File: config.mk
export PLATFORM = sky130hd
export DESIGN_NAME = motor_command_frame_decoder
export DESIGN_NICKNAME = d
export VERILOG_FILES = /design/src/mcfd_pkg.sv /design/src/mcfd_csr.sv /design/src/mcfd_assembler.sv /design/src/mcfd_decoder.sv /design/src/mcfd_out_buffer.sv /design/src/motor_command_frame_decoder.sv
export SDC_FILE = /design/constraint.sdc
export NUM_CORES = 1
export LEC_CHECK = 0
export ABC_AREA = 1
export BUFFER_PORTS_ARGS = -buffer_cell sky130_fd_sc_hd__buf_2
export CAP_MARGIN = 20
export CORE_AREA = 2 2 143 145
export CTS_BUF_LIST = sky130_fd_sc_hd__clkbuf_4
export DETAILED_ROUTE_END_ITERATION = 10
export DIE_AREA = 0 0 145 147
export GPL_ROUTABILITY_DRIVEN = 0
export GPL_TIMING_DRIVEN = 0
export PLACE_DENSITY = 0.79
export SETUP_SLACK_MARGIN = 0.1
export SYNTH_ARGS = -nofsm -noshare
export SYNTH_HDL_FRONTEND = slang
export SYNTH_SLANG_ARGS = --single-unit
File: constraint.sdc
create_clock -name clock -period 29.4 [get_ports clock]
set_input_delay 7.35 -clock clock [delete_from_list [all_inputs] [get_ports clock]]
set_output_delay 7.35 -clock clock [all_outputs]
set_load 0.02 [all_outputs]
File: src/mcfd_pkg.sv
// Package for the motor command frame decoder.
// Holds shared types, command and opcode constants, and register indexes.
// No dependencies.
package mcfd_pkg;

   localparam int FRAME_BYTES_DEFAULT = 16;
   localparam int PAYLOAD_DEPTH = 5;

   localparam logic [7:0] SYNC_RESET = 8'hFF;
   localparam logic [7:0] STATION_RESET = 8'h01;
   localparam logic [15:0] SPEED_X_RESET = 16'd300;
   localparam logic [15:0] SPEED_Y_RESET = 16'd500;

   localparam logic [1:0] CSR_SYNC_BYTE = 2'd0;
   localparam logic [1:0] CSR_STATION_ID = 2'd1;
   localparam logic [1:0] CSR_SPEED_X = 2'd2;
   localparam logic [1:0] CSR_SPEED_Y = 2'd3;

   localparam logic [2:0] CMD_UNKNOWN = 3'd0;
   localparam logic [2:0] CMD_ACTIVATE = 3'd1;
   localparam logic [2:0] CMD_RUN_X = 3'd2;
   localparam logic [2:0] CMD_RUN_Y = 3'd3;
   localparam logic [2:0] CMD_BRAKE = 3'd4;
   localparam logic [2:0] CMD_SET_TARGETS = 3'd5;
   localparam logic [2:0] CMD_STATUS = 3'd6;

   localparam logic [7:0] OP_ACTIVATE = 8'd0;
   localparam logic [7:0] OP_SET_TARGETS = 8'd7;
   localparam logic [7:0] OP_STATUS = 8'd8;
   localparam logic [7:0] OP_RUN_X = 8'd9;
   localparam logic [7:0] OP_RUN_Y = 8'd10;
   localparam logic [7:0] OP_BRAKE = 8'd12;

   localparam logic [7:0] SEL_AXIS_X = 8'd9;
   localparam logic [7:0] SEL_AXIS_Y = 8'd10;
   localparam logic [7:0] RAW_CCW = 8'd0;
   localparam logic [7:0] RAW_CW = 8'd1;

   localparam logic [1:0] DIR_CCW = 2'd0;
   localparam logic [1:0] DIR_CW = 2'd1;
   localparam logic [1:0] DIR_KEEP = 2'd2;

   localparam logic [1:0] AXIS_X = 2'd0;
   localparam logic [1:0] AXIS_Y = 2'd1;
   localparam logic [1:0] AXIS_NONE = 2'd2;

   typedef enum logic [1:0] {
      PH_WAIT = 2'd0,
      PH_SYNC2 = 2'd1,
      PH_BODY = 2'd2
   } phase_type;

   typedef struct packed {
      logic [7:0] sync_byte;
      logic [7:0] station_id;
      logic [15:0] speed_x;
      logic [15:0] speed_y;
   } csr_type;

   typedef struct packed {
      logic done;
      logic overlong;
      logic [PAYLOAD_DEPTH-1:0][7:0] bytes;
   } frame_type;

   typedef struct packed {
      logic [2:0] command;
      logic [15:0] speed_x;
      logic [1:0] dir_x;
      logic [15:0] speed_y;
      logic [1:0] dir_y;
      logic [1:0] brake_axis;
      logic [15:0] target_x;
      logic [15:0] target_y;
      logic too_long;
   } result_type;

endpackage

File: src/mcfd_csr.sv
// Configuration registers of the motor command frame decoder.
// Depends on mcfd_pkg for the register indexes and the csr_type struct.
module mcfd_csr (
   input logic clock,
   input logic reset,
   input logic csr_valid,
   input logic [1:0] csr_index,
   input logic [15:0] csr_wdata,
   output mcfd_pkg::csr_type regs
);

   mcfd_pkg::csr_type regs_ff;
   mcfd_pkg::csr_type regs_in;

   always_comb begin
      regs_in = regs_ff;
      if (csr_valid) begin
         case (csr_index)
            mcfd_pkg::CSR_SYNC_BYTE: regs_in.sync_byte = csr_wdata[7:0];
            mcfd_pkg::CSR_STATION_ID: regs_in.station_id = csr_wdata[7:0];
            mcfd_pkg::CSR_SPEED_X: regs_in.speed_x = csr_wdata;
            mcfd_pkg::CSR_SPEED_Y: regs_in.speed_y = csr_wdata;
            default: regs_in = regs_ff;
         endcase
      end
   end

   always_ff @(posedge clock) begin
      if (reset) begin
         regs_ff.sync_byte <= mcfd_pkg::SYNC_RESET;
         regs_ff.station_id <= mcfd_pkg::STATION_RESET;
         regs_ff.speed_x <= mcfd_pkg::SPEED_X_RESET;
         regs_ff.speed_y <= mcfd_pkg::SPEED_Y_RESET;
      end else begin
         regs_ff <= regs_in;
      end
   end

   assign regs = regs_ff;

endmodule

File: src/mcfd_assembler.sv
// Frame assembler: tracks sync, station id and length, and stores the first
// payload bytes. Depends on mcfd_pkg for phase, csr and frame types.
module mcfd_assembler #(
   parameter int FrameBytes = mcfd_pkg::FRAME_BYTES_DEFAULT
) (
   input logic clock,
   input logic reset,
   input logic accept,
   input logic [7:0] rx_byte,
   input mcfd_pkg::csr_type regs,
   output mcfd_pkg::frame_type frame
);

   localparam logic [9:0] FRAME_LIMIT = 10'(FrameBytes);

   mcfd_pkg::phase_type phase_ff, phase_in;
   logic [8:0] index_ff, index_in;
   logic [7:0] length_ff, length_in;
   logic [mcfd_pkg::PAYLOAD_DEPTH-1:0][7:0] payload_ff, payload_in;
   logic done_ff, done_in;
   logic overlong_ff, overlong_in;
   logic [2:0] slot;

   assign slot = index_ff[2:0] - 3'd4;

   always_comb begin
      phase_in = phase_ff;
      index_in = index_ff;
      length_in = length_ff;
      payload_in = payload_ff;
      done_in = 1'b0;
      overlong_in = overlong_ff;
      if (accept) begin
         case (phase_ff)
            mcfd_pkg::PH_SYNC2: begin
               if (rx_byte == regs.sync_byte) begin
                  phase_in = mcfd_pkg::PH_BODY;
                  index_in = 9'd2;
               end else begin
                  phase_in = mcfd_pkg::PH_WAIT;
                  index_in = '0;
                  length_in = '0;
               end
            end
            mcfd_pkg::PH_BODY: begin
               if (index_ff == 9'd2) begin
                  if (rx_byte == regs.station_id) begin
                     index_in = 9'd3;
                  end else begin
                     phase_in = mcfd_pkg::PH_WAIT;
                     index_in = '0;
                     length_in = '0;
                  end
               end else if (index_ff == 9'd3) begin
                  length_in = rx_byte;
                  if (rx_byte == 8'd0) begin
                     phase_in = mcfd_pkg::PH_WAIT;
                     index_in = '0;
                  end else begin
                     index_in = 9'd4;
                  end
               end else begin
                  if (index_ff >= 9'd4 && index_ff <= 9'd8) begin
                     payload_in[slot] = rx_byte;
                  end
                  if (index_ff >= ({1'b0, length_ff} + 9'd3)) begin
                     done_in = 1'b1;
                     overlong_in = ({2'b00, length_ff} + 10'd3) >= FRAME_LIMIT;
                     phase_in = mcfd_pkg::PH_WAIT;
                     index_in = '0;
                     length_in = '0;
                  end else begin
                     index_in = index_ff + 9'd1;
                  end
               end
            end
            default: begin
               if (rx_byte == regs.sync_byte) begin
                  payload_in = '0;
                  phase_in = mcfd_pkg::PH_SYNC2;
                  index_in = 9'd1;
               end else begin
                  phase_in = mcfd_pkg::PH_WAIT;
                  index_in = '0;
               end
               length_in = '0;
            end
         endcase
      end
   end

   always_ff @(posedge clock) begin
      if (reset) begin
         phase_ff <= mcfd_pkg::PH_WAIT;
         index_ff <= '0;
         length_ff <= '0;
         done_ff <= 1'b0;
      end else begin
         phase_ff <= phase_in;
         index_ff <= index_in;
         length_ff <= length_in;
         done_ff <= done_in;
      end
      payload_ff <= payload_in;
      overlong_ff <= overlong_in;
   end

   assign frame.done = done_ff;
   assign frame.overlong = overlong_ff;
   assign frame.bytes = payload_ff;

endmodule

File: src/mcfd_decoder.sv
// Command decoder: turns the stored payload bytes of a finished frame into
// one result. Depends on mcfd_pkg for frame, csr and result types.
module mcfd_decoder (
   input mcfd_pkg::frame_type frame,
   input mcfd_pkg::csr_type regs,
   output mcfd_pkg::result_type result
);

   function automatic logic [1:0] dir_code(input logic [7:0] raw);
      logic [1:0] code;
      if (raw == mcfd_pkg::RAW_CCW) begin
         code = mcfd_pkg::DIR_CCW;
      end else if (raw == mcfd_pkg::RAW_CW) begin
         code = mcfd_pkg::DIR_CW;
      end else begin
         code = mcfd_pkg::DIR_KEEP;
      end
      return code;
   endfunction

   always_comb begin
      result = '0;
      result.command = mcfd_pkg::CMD_UNKNOWN;
      result.dir_x = mcfd_pkg::DIR_KEEP;
      result.dir_y = mcfd_pkg::DIR_KEEP;
      result.brake_axis = mcfd_pkg::AXIS_NONE;
      result.too_long = frame.overlong;
      if (!frame.overlong) begin
         case (frame.bytes[0])
            mcfd_pkg::OP_ACTIVATE: begin
               result.command = mcfd_pkg::CMD_ACTIVATE;
               result.speed_x = regs.speed_x;
               result.dir_x = mcfd_pkg::DIR_CW;
               result.speed_y = regs.speed_y;
               result.dir_y = mcfd_pkg::DIR_CW;
            end
            mcfd_pkg::OP_RUN_X: begin
               result.command = mcfd_pkg::CMD_RUN_X;
               result.speed_x = {frame.bytes[1], frame.bytes[2]};
               result.dir_x = dir_code(frame.bytes[3]);
            end
            mcfd_pkg::OP_RUN_Y: begin
               result.command = mcfd_pkg::CMD_RUN_Y;
               result.speed_y = {frame.bytes[1], frame.bytes[2]};
               result.dir_y = dir_code(frame.bytes[3]);
            end
            mcfd_pkg::OP_BRAKE: begin
               result.command = mcfd_pkg::CMD_BRAKE;
               if (frame.bytes[1] == mcfd_pkg::SEL_AXIS_X) begin
                  result.brake_axis = mcfd_pkg::AXIS_X;
               end else if (frame.bytes[1] == mcfd_pkg::SEL_AXIS_Y) begin
                  result.brake_axis = mcfd_pkg::AXIS_Y;
               end
            end
            mcfd_pkg::OP_SET_TARGETS: begin
               result.command = mcfd_pkg::CMD_SET_TARGETS;
               result.target_x = {frame.bytes[1], frame.bytes[2]};
               result.target_y = {frame.bytes[3], frame.bytes[4]};
            end
            mcfd_pkg::OP_STATUS: begin
               result.command = mcfd_pkg::CMD_STATUS;
            end
            default: begin
               result.command = mcfd_pkg::CMD_UNKNOWN;
            end
         endcase
      end
   end

endmodule

File: src/mcfd_out_buffer.sv
// Result register with a skid entry behind it, so a decoded result is never
// dropped while the output is stalled. Depends on mcfd_pkg for result_type.
module mcfd_out_buffer (
   input logic clock,
   input logic reset,
   input logic load,
   input mcfd_pkg::result_type result,
   input logic rsp_stall,
   output logic rsp_valid,
   output mcfd_pkg::result_type rsp_result,
   output logic full
);

   logic out_valid_ff, out_valid_in;
   logic skid_valid_ff, skid_valid_in;
   mcfd_pkg::result_type out_ff, out_in;
   mcfd_pkg::result_type skid_ff, skid_in;
   logic out_free;

   assign out_free = !out_valid_ff || !rsp_stall;

   always_comb begin
      out_valid_in = out_valid_ff;
      skid_valid_in = skid_valid_ff;
      out_in = out_ff;
      skid_in = skid_ff;
      if (out_free) begin
         if (skid_valid_ff) begin
            out_in = skid_ff;
            out_valid_in = 1'b1;
            skid_valid_in = load;
            skid_in = result;
         end else begin
            out_in = result;
            out_valid_in = load;
         end
      end else if (load) begin
         skid_in = result;
         skid_valid_in = 1'b1;
      end
   end

   always_ff @(posedge clock) begin
      if (reset) begin
         out_valid_ff <= 1'b0;
         skid_valid_ff <= 1'b0;
      end else begin
         out_valid_ff <= out_valid_in;
         skid_valid_ff <= skid_valid_in;
      end
      out_ff <= out_in;
      skid_ff <= skid_in;
   end

   assign rsp_valid = out_valid_ff;
   assign rsp_result = out_ff;
   assign full = skid_valid_ff;

endmodule

File: src/motor_command_frame_decoder.sv
// Motor command frame decoder, top level.
// Instantiates mcfd_csr, mcfd_assembler, mcfd_decoder and mcfd_out_buffer.
//
// The decoder takes one received byte per clock cycle while req_stall is low
// and emits one result per completed frame (sync, sync, station id, length,
// payload). When the final byte is accepted the assembler registers its done
// flag (and that byte, if it falls in a stored payload slot); the decoder is
// combinational, so the result is then loaded into the output register, which
// raises rsp_valid, or into the skid entry while the output is stalled. The skid
// entry behind the output register lets bytes keep flowing while one result
// waits; req_stall is raised only while a second finished result is also waiting.
// Configuration writes are always taken (csr_ready is tied high) and must be issued while no frame is in progress.
module motor_command_frame_decoder #(
   parameter int FrameBytes = mcfd_pkg::FRAME_BYTES_DEFAULT
) (
   input logic clock,
   input logic reset,
   input logic req_valid,
   output logic req_stall,
   input logic [7:0] req_rx_byte,
   output logic rsp_valid,
   input logic rsp_stall,
   output logic [2:0] rsp_command,
   output logic [15:0] rsp_speed_x,
   output logic [1:0] rsp_dir_x,
   output logic [15:0] rsp_speed_y,
   output logic [1:0] rsp_dir_y,
   output logic [1:0] rsp_brake_axis,
   output logic [15:0] rsp_target_x,
   output logic [15:0] rsp_target_y,
   output logic rsp_too_long,
   input logic csr_valid,
   output logic csr_ready,
   input logic [1:0] csr_index,
   input logic [15:0] csr_wdata
);

   mcfd_pkg::csr_type regs;
   mcfd_pkg::frame_type frame;
   mcfd_pkg::result_type decoded;
   mcfd_pkg::result_type rsp_result;
   logic buffer_full;
   logic accept;

   assign csr_ready = 1'b1;
   assign req_stall = buffer_full;
   assign accept = req_valid && !req_stall;

   mcfd_csr u_csr (
      .clock(clock),
      .reset(reset),
      .csr_valid(csr_valid),
      .csr_index(csr_index),
      .csr_wdata(csr_wdata),
      .regs(regs)
   );

   mcfd_assembler #(
      .FrameBytes(FrameBytes)
   ) u_assembler (
      .clock(clock),
      .reset(reset),
      .accept(accept),
      .rx_byte(req_rx_byte),
      .regs(regs),
      .frame(frame)
   );

   mcfd_decoder u_decoder (
      .frame(frame),
      .regs(regs),
      .result(decoded)
   );

   mcfd_out_buffer u_out_buffer (
      .clock(clock),
      .reset(reset),
      .load(frame.done),
      .result(decoded),
      .rsp_stall(rsp_stall),
      .rsp_valid(rsp_valid),
      .rsp_result(rsp_result),
      .full(buffer_full)
   );

   assign rsp_command = rsp_result.command;
   assign rsp_speed_x = rsp_result.speed_x;
   assign rsp_dir_x = rsp_result.dir_x;
   assign rsp_speed_y = rsp_result.speed_y;
   assign rsp_dir_y = rsp_result.dir_y;
   assign rsp_brake_axis = rsp_result.brake_axis;
   assign rsp_target_x = rsp_result.target_x;
   assign rsp_target_y = rsp_result.target_y;
   assign rsp_too_long = rsp_result.too_long;

endmodule

==> flow_summary.json, run 1 <==
{
  "leakage_nw": 5.987,
  "yosysSeqAreaShare_pct": 60.95,
  "worst-path-buf-inv": 2,
  "drv_cap": 0,
  "mostFrequentLayoutCell": "nand2_1",
  "routed_wl_um": 27890,
  "synth_area_leaders": "edfxtp_1, dfxtp_1, nand2_1, nor2_1, o21ai_0",
  "dpl_worst_slack_ns": 19.99,
  "final_antenna_net_count": 0,
  "die_w_um": 145,
  "timing.critical_path.max_delay_family": "simple AND/OR/NAND/NOR gates",
  "grt_use_met3_pct": 4.783,
  "dp_hpwl_um": 19620,
  "synth_cells": 1224,
  "grt_use_total_pct": 26.13,
  "cts_tree": "built",
  "fin_nets": 1447,
  "vdd_drop_max_uv": 20.66,
  "synth_cell_type_count": 45,
  "overflow": 0,
  "p_per_area_mw_per_mm2": 54.43,
  "numPortBuffers": 105,
  "post-cts-setup-buffers": 0,
  "timing.final.ws_setup_ns": 20.64,
  "drv_slew": 0,
  "ioPinCount": 108,
  "whs_path_depth": 2,
  "root_buffer": "clkbuf_4",
  "cp_cell_sequence": "buf_2 > xor2_1 > nor4_1 > and2_1 > nand2_1 > a211oi_4 > buf_8",
  "core-area_mm2": 0.01984,
  "synth-warning-count": 0,
  "antenna_found_initial": 1,
  "slowest_delay_ns": 0.55,
  "final.period_utilization_pct": 29.79,
  "worst_clock_skew_ns": 0.04456,
  "grt_pass1_wl_um": 44220,
  "ctsHoldBuffers": 0,
  "syn_to_final_growth_pct": 15.99,
  "clkSinkCount": 259,
  "critPathRequiredTime_ns": 29.76,
  "top_usage_layer": "met2",
  "grt_max_degree": 51,
  "worstSetupPathType": "input port to register",
  "cts.repair.resized": 0,
  "fmax_ghz": 0.1142,
  "min_period_ns": 8.758,
  "clockBufferDepth": 3,
  "syn_nets": 1268,
  "grt_use_met2_pct": 43.93,
  "die_area_mm2": 0.02132,
  "clk_pin_slew_ns": 0.07,
  "cp.depth": 7,
  "fp.dieH_um": 147,
  "finalSetupTns_ns": 0,
  "avgSynthCellArea_um2": 9.486,
  "drc_errors": 0,
  "rows": 52,
  "ys_ff_latch": 259,
  "rsz0062_at_grt": "false",
  "tightest_slew_ns": 1.040,
  "drtIter0Drc": 966,
  "initial_utilization_pct": 58.51,
  "cts_made_buffers": 67,
  "reg2reg_depth": 20,
  "end_kind": "register",
  "cp.arrival_ns": 9.12,
  "viasPerCell": 5.440,
  "final-hold-violation-count": 0,
  "cts.htree.levels": 3,
  "setup_viol": 0,
  "firstDrtPassIters": 5,
  "wl_per_cell_um": 16.18,
  "drive_gt1_share_pct": 18.38,
  "synth_top_area_share_pct": 48.88,
  "worstSetupStartpointType": "input port",
  "final_cell_mix": "nand2_1, edfxtp_1, nor2_1",
  "clkLatencyLatePin_ns": 0.68,
  "maxSlewHeadroom_pct": 30.13,
  "yosys.area.top_type": "edfxtp_1",
  "first_global_vias": 8837,
  "synth.cell_area_mm2": 0.01161,
  "min_path_type": "register to register",
  "path_max_fanout": 15,
  "power_uw": 733.1,
  "n_fill_cell": 1524,
  "routed-via-count": 9379,
  "status": "finished clean",
  "crit_slowest_cell": "a211oi_4",
  "grt_use_met1_pct": 33.26
}
==> synthesized netlist by cell type, drive strengths merged <==
cell,n
a31oi,4
inv,140
mux2,1
o21a,1
buf,15
o211ai,2
a211oi,1
conb,1
nor4,21
o22ai,24
o21ai,113
a21oi,85
nand3,36
edfxtp,189
nor2,171
o21bai,1
nor3,13
nand4,10
ha,13
clkbuf,39
dfxtp,70
or2,1
a21boi,1
and2,1
xor2,19
nand2,248
xnor2,2
clkinv,1
and3,1
==> sequential cells by signal, indices dropped and copies added, names as in the netlist <==
| register | flops |
|---|---|
| u_assembler.done_ff | 1 |
| u_out_buffer.rsp_valid | 1 |
| u_out_buffer.rsp_result | 74 |
| u_out_buffer.full | 1 |
| u_assembler.phase_ff | 2 |
| u_assembler.index_ff | 9 |
| u_assembler.length_ff | 8 |
| u_assembler.overlong_ff | 1 |
| u_out_buffer.skid_ff | 74 |
| u_csr.regs | 48 |
| u_assembler.frame | 40 |
==> layer usage <==
layer  up-vias  routed length, µm
li1       4513                  -
met1      4311              11420
met2       481              13450
met3        74               2068
met4         0                948
met5         -                  0
==> final cells by class <==
| type | count | area, µm² | share of cell area [%] |
|---|---|---|---|
| diodes | 1 | 2.502 | 0.01858 |
| plain buffers | 54 | 230.2 | 1.709 |
| clock buffers | 106 | 795.8 | 5.909 |
| clock inverters | 13 | 53.80 | 0.3995 |
| inverters | 141 | 529.3 | 3.930 |
| multi-input cells | 770 | 3806 | 28.26 |
| flip-flops and latches | 259 | 7077 | 52.55 |
| well taps | 270 | 337.8 | 2.508 |
| repair buffers | 110 | 635.6 | 4.719 |
==> final timing paths <==
| check | startpoint | end | slack [ns] |
|---|---|---|---|
| setup / recovery | req_rx_byte[7] | u_assembler.frame[28] | 20.64 |
| hold / removal | u_csr.regs[27] | u_csr.regs[27] | 0.46 |
| setup reg to reg | u_assembler.length_ff[0] | u_assembler.length_ff[3] | 26.59 |
| hold reg to reg | u_csr.regs[27] | u_csr.regs[27] | 0.46 |
==> report_power, final <==
part | switching (mW) | total [mW] | leakage [nW] | internal, mW
Clock | 0.142 | 0.305 | 0.520 | 0.163
Combinational | 0.0228 | 0.0333 | 2.80 | 0.0105
Sequential | 0.00244 | 0.394 | 2.67 | 0.392
==> stage by stage <==
stage               area, µm²  utilization, %  hold WS (ns)  instances
floorplan               11610               -        0.4244       1224
global placement        12470           62.86        0.4394       1599
detailed placement      12620           63.58        0.4465       1604
CTS                     13470           67.86        0.4558       1723
global route            13470           67.87        0.4757       1724
finish                  13470           67.87        0.4579       1724
==> worst reg2reg max path: stages, from the launching register on <==
cell and delay (ns):
dfxtp_1 0.33, inv_1 0.09, ha_1 0.23, inv_1 0.07, nand2_1 0.07, o21ai_0 0.14
o21ai_0 0.13, ha_1 0.33, nand2_1 0.07, o21bai_1 0.10, nand2_1 0.06, nor2_1 0.10
nand2_1 0.05, nand2_1 0.06, nand2_1 0.09, a21boi_4 0.24, nand2_4 0.11, nand3_4 0.11
buf_6 0.15, o21ai_1 0.09, nor2_1 0.12
==> cells by family after synthesis <==
logic type	Yosys count	synth area share [%]
other	1	0.03230
adders and majority gates	13	1.401
xor gates and xnor gates	21	1.584
muxes	1	0.09698
and+or+nand+nor	502	18.76
DFF	259	60.95
buffers and inverters	195	6.541
AOI/OAI and AO/OA	232	10.64
Power figures use the tool's default switching activity.
==> run 2, diff against run 1 <==
--- a/config.mk
+++ b/config.mk
@@ -5,16 +5,16 @@
 export SDC_FILE = /design/constraint.sdc
 export NUM_CORES = 1
 export LEC_CHECK = 0
-export ABC_AREA = 1
+export ABC_AREA = 0
 export BUFFER_PORTS_ARGS = -buffer_cell sky130_fd_sc_hd__buf_2
 export CAP_MARGIN = 20
-export CORE_AREA = 2 2 143 145
+export CORE_AREA = 2 2 148 150
 export CTS_BUF_LIST = sky130_fd_sc_hd__clkbuf_4
 export DETAILED_ROUTE_END_ITERATION = 10
-export DIE_AREA = 0 0 145 147
+export DIE_AREA = 0 0 150 152
 export GPL_ROUTABILITY_DRIVEN = 0
 export GPL_TIMING_DRIVEN = 0
-export PLACE_DENSITY = 0.79
+export PLACE_DENSITY = 0.78
 export SETUP_SLACK_MARGIN = 0.1
 export SYNTH_ARGS = -nofsm -noshare
 export SYNTH_HDL_FRONTEND = slang
==> constraint.sdc (replaced) <==
create_clock -name clock -period 7.3 [get_ports clock]
set_input_delay 1.825 -clock clock [delete_from_list [all_inputs] [get_ports clock]]
set_output_delay 1.825 -clock clock [all_outputs]
set_load 0.02 [all_outputs]
==> run 2 against run 1 <==
Effect of this change: clock skew increased by 0.0027 ns; power rose to 4.0 times the previous value; sequential power increased to 4.0 times the previous value; first-iteration DRC count shrank 18%; critical endpoint unchanged; die area up 7.0%; sequential share of layout area shrank 0.28 points; area after synthesis increased by 0.83%; critical path depth grew 1; global-route usage is 2.6 points lower; setup slack got worse by 17 ns; utilization is 4.5 points lower; final cell count fell by 12%.
==> flow_summary.json, run 2 <==
{
  "syn_to_final_growth_pct": 15.65,
  "p_per_area_mw_per_mm2": 217.0,
  "r2r_start": "u_out_buffer.full",
  "grt_max_degree": 51,
  "hold_ws_ns": 0.4600,
  "synth_flop_cell": "edfxtp_1",
  "cp.arrival_ns": 4.35,
  "yosysSeqAreaShare_pct": 60.45,
  "synthArstFlopShare_pct": 0,
  "rsz0062_at_grt": "false",
  "setup_viol": 0,
  "syn_nets": 1053,
  "rrSetupSlack_ns": 4.04,
  "final_antenna_net_count": 0,
  "viasPerCell": 5.554,
  "clk_pin_slew_ns": 0.07,
  "critPathRequiredTime_ns": 7.62,
  "rows": 54,
  "status": "finished clean",
  "cts_tree": "built",
  "hold_path_end": "u_csr.regs[14]",
  "cts.htree.levels": 3,
  "clkLatencyLatePin_ns": 0.66,
  "routed-via-count": 8408,
  "cts_made_buffers": 66,
  "yosys.area.top_type": "edfxtp_1",
  "final_cell_mix": "edfxtp_1, nand2_1, buf_2",
  "min_period_ns": 4.029,
  "ys_ff_latch": 259,
  "fp.dieH_um": 152,
  "cts.repair.resized": 0,
  "drv_slew": 0,
  "worst_clock_skew_ns": 0.04729,
  "worstSetupPathType": "input port to register",
  "finalSetupTns_ns": 0,
  "worstSetupStartpointType": "input port",
  "reg2reg_depth": 6,
  "dp_hpwl_um": 18400,
  "fmax_ghz": 0.2482,
  "path_max_fanout": 12,
  "n_fill_cell": 1688,
  "ys_top_cells_by_count": "edfxtp_1, nand2_1, dfxtp_1",
  "ctsHoldBuffers": 0,
  "antenna_found_initial": 1,
  "final-hold-violation-count": 0,
  "multi_input_area_mm2": 0.004353,
  "clkSinkCount": 259,
  "first_global_vias": 8099,
  "ioPinCount": 108,
  "avgSynthCellArea_um2": 11.60,
  "min_path_type": "register to register",
  "yosysMostFrequentCell": "edfxtp_1",
  "root_buffer": "clkbuf_4",
  "synth_area_leaders": "edfxtp_1, dfxtp_1, nand2_1, mux2_2, mux2i_1",
  "synth_cell_type_count": 57,
  "final.period_utilization_pct": 55.19,
  "seq_area_mm2": 0.007077,
  "post-cts-setup-buffers": 0,
  "grt_use_total_pct": 23.50,
  "min-delay-start": "u_csr.regs[14]",
  "synth_cells": 1009,
  "synth_edf_count": 189,
  "tightest_slew_ns": 0.8641,
  "synth.cell_area_mm2": 0.01171,
  "cp-startpoint": "req_rx_byte[5]",
  "core-area_mm2": 0.02135,
  "numPortBuffers": 97,
  "overflow": 0,
  "die_area_mm2": 0.02280,
  "die_w_um": 150,
  "r2r-end": "u_out_buffer.skid_ff[17]",
  "drc_errors": 0,
  "wl_per_cell_um": 17.54,
  "maxSlewHeadroom_pct": 42.39,
  "end_kind": "register",
  "routed_wl_um": 26560,
  "clockBufferDepth": 3,
  "drv_cap": 0,
  "synth_top_area_share_pct": 48.48,
  "drtIter0Drc": 789,
  "mostFrequentLayoutCell": "edfxtp_1",
  "leakage_nw": 5.480,
  "synth-warning-count": 0,
  "grt_pass1_wl_um": 41930,
  "whs_path_depth": 2,
  "drive_gt1_share_pct": 23.20,
  "initial_utilization_pct": 54.83,
  "power_mw": 2.937,
  "fin_nets": 1225,
  "firstDrtPassIters": 5,
  "vdd_drop_max_uv": 101.1
}
## run 2: cell types whose count changed in the layout (fill, tap and decap cells not counted), sizes merged, moves of 36 or more
cell	before	now
mux2	1	58
nand2	248	177
o21ai	113	48
nor2b	0	36
a21oi	85	30
nor2	171	44
mux2i	0	44
inv	144	10
## run 2: power by group
part           switching [mW]  internal, mW  total (mW)
combinational          0.0598        0.0349      0.0947
sequential            0.00761          1.57        1.58
clock                   0.576         0.690        1.27
total                   0.643          2.29        2.94
## run 2: cell type report
type                            count  share of cell area, %
Inverter                            8                 0.2218
Clock buffer                       98                  5.434
Antenna cell                        1                0.01848
Tap cell                          280                  2.588
Buffer                             66                  1.978
Clock inverter                     22                  1.054
Multi-Input combinational cell    676                  32.15
Timing Repair Buffer              104                  4.288
Sequential cell                   259                  52.27
## run 2: worst max path at each step
| stage | endpoint | slack, ns | cells past startpoint |
|---|---|---|---|
| after detailed placement | u_assembler.frame[27] | 2.67 | 8 |
| after global placement | u_assembler.frame[27] | -0.42 | 6 |
| after floorplan | u_assembler.frame[0] | 1.36 | 6 |
| after CTS | u_assembler.frame[28] | 3.34 | 8 |
| final | u_assembler.frame[28] | 3.27 | 8 |
| after global routing | u_assembler.frame[28] | 3.28 | 8 |
## run 2: stage by stage
step | instance area (µm²) | utilization (%) | worst slack (ns) | cells
after CTS | 13530 | 63.38 | 3.343 | 1512
after global routing | 13540 | 63.41 | 3.276 | 1514
after global placement | 12540 | 58.75 | -0.4230 | 1386
final | 13540 | 63.41 | 3.271 | 1514
after floorplan | 11710 | - | 1.363 | 1009
after detailed placement | 12650 | 59.27 | 2.665 | 1392
## run 2: layer usage
metal  GRT usage [%]  share of wire [%]  wire length (µm)  vias to the layer above
met3           4.985                7.7              2053                       58
met4           7.188                2.1               560                        0
met1           32.47                 43             11540                     3998
met2           37.46                 47             12410                      351
li1                -                  -                 -                     4001
met5               0                  0                 0                        -
## run 2: worst max-delay path, cell delays in order
cell      delay [ns]
clkbuf_1        0.61
xor2_1          0.14
nor4_1          0.41
and2_1          0.21
mux2i_1         0.09
nor3_2          0.62
buf_6           0.27
buf_8           0.17
## run 2: cell families after synthesis
family          share of synthesized area, %
compound gates                         8.122
xor+xnor                               1.795
fa+ha+maj                              1.475
flops                                  60.45
other cells                          0.03203
buf+inv                                2.544
mux                                    9.341
simple gates                           16.24
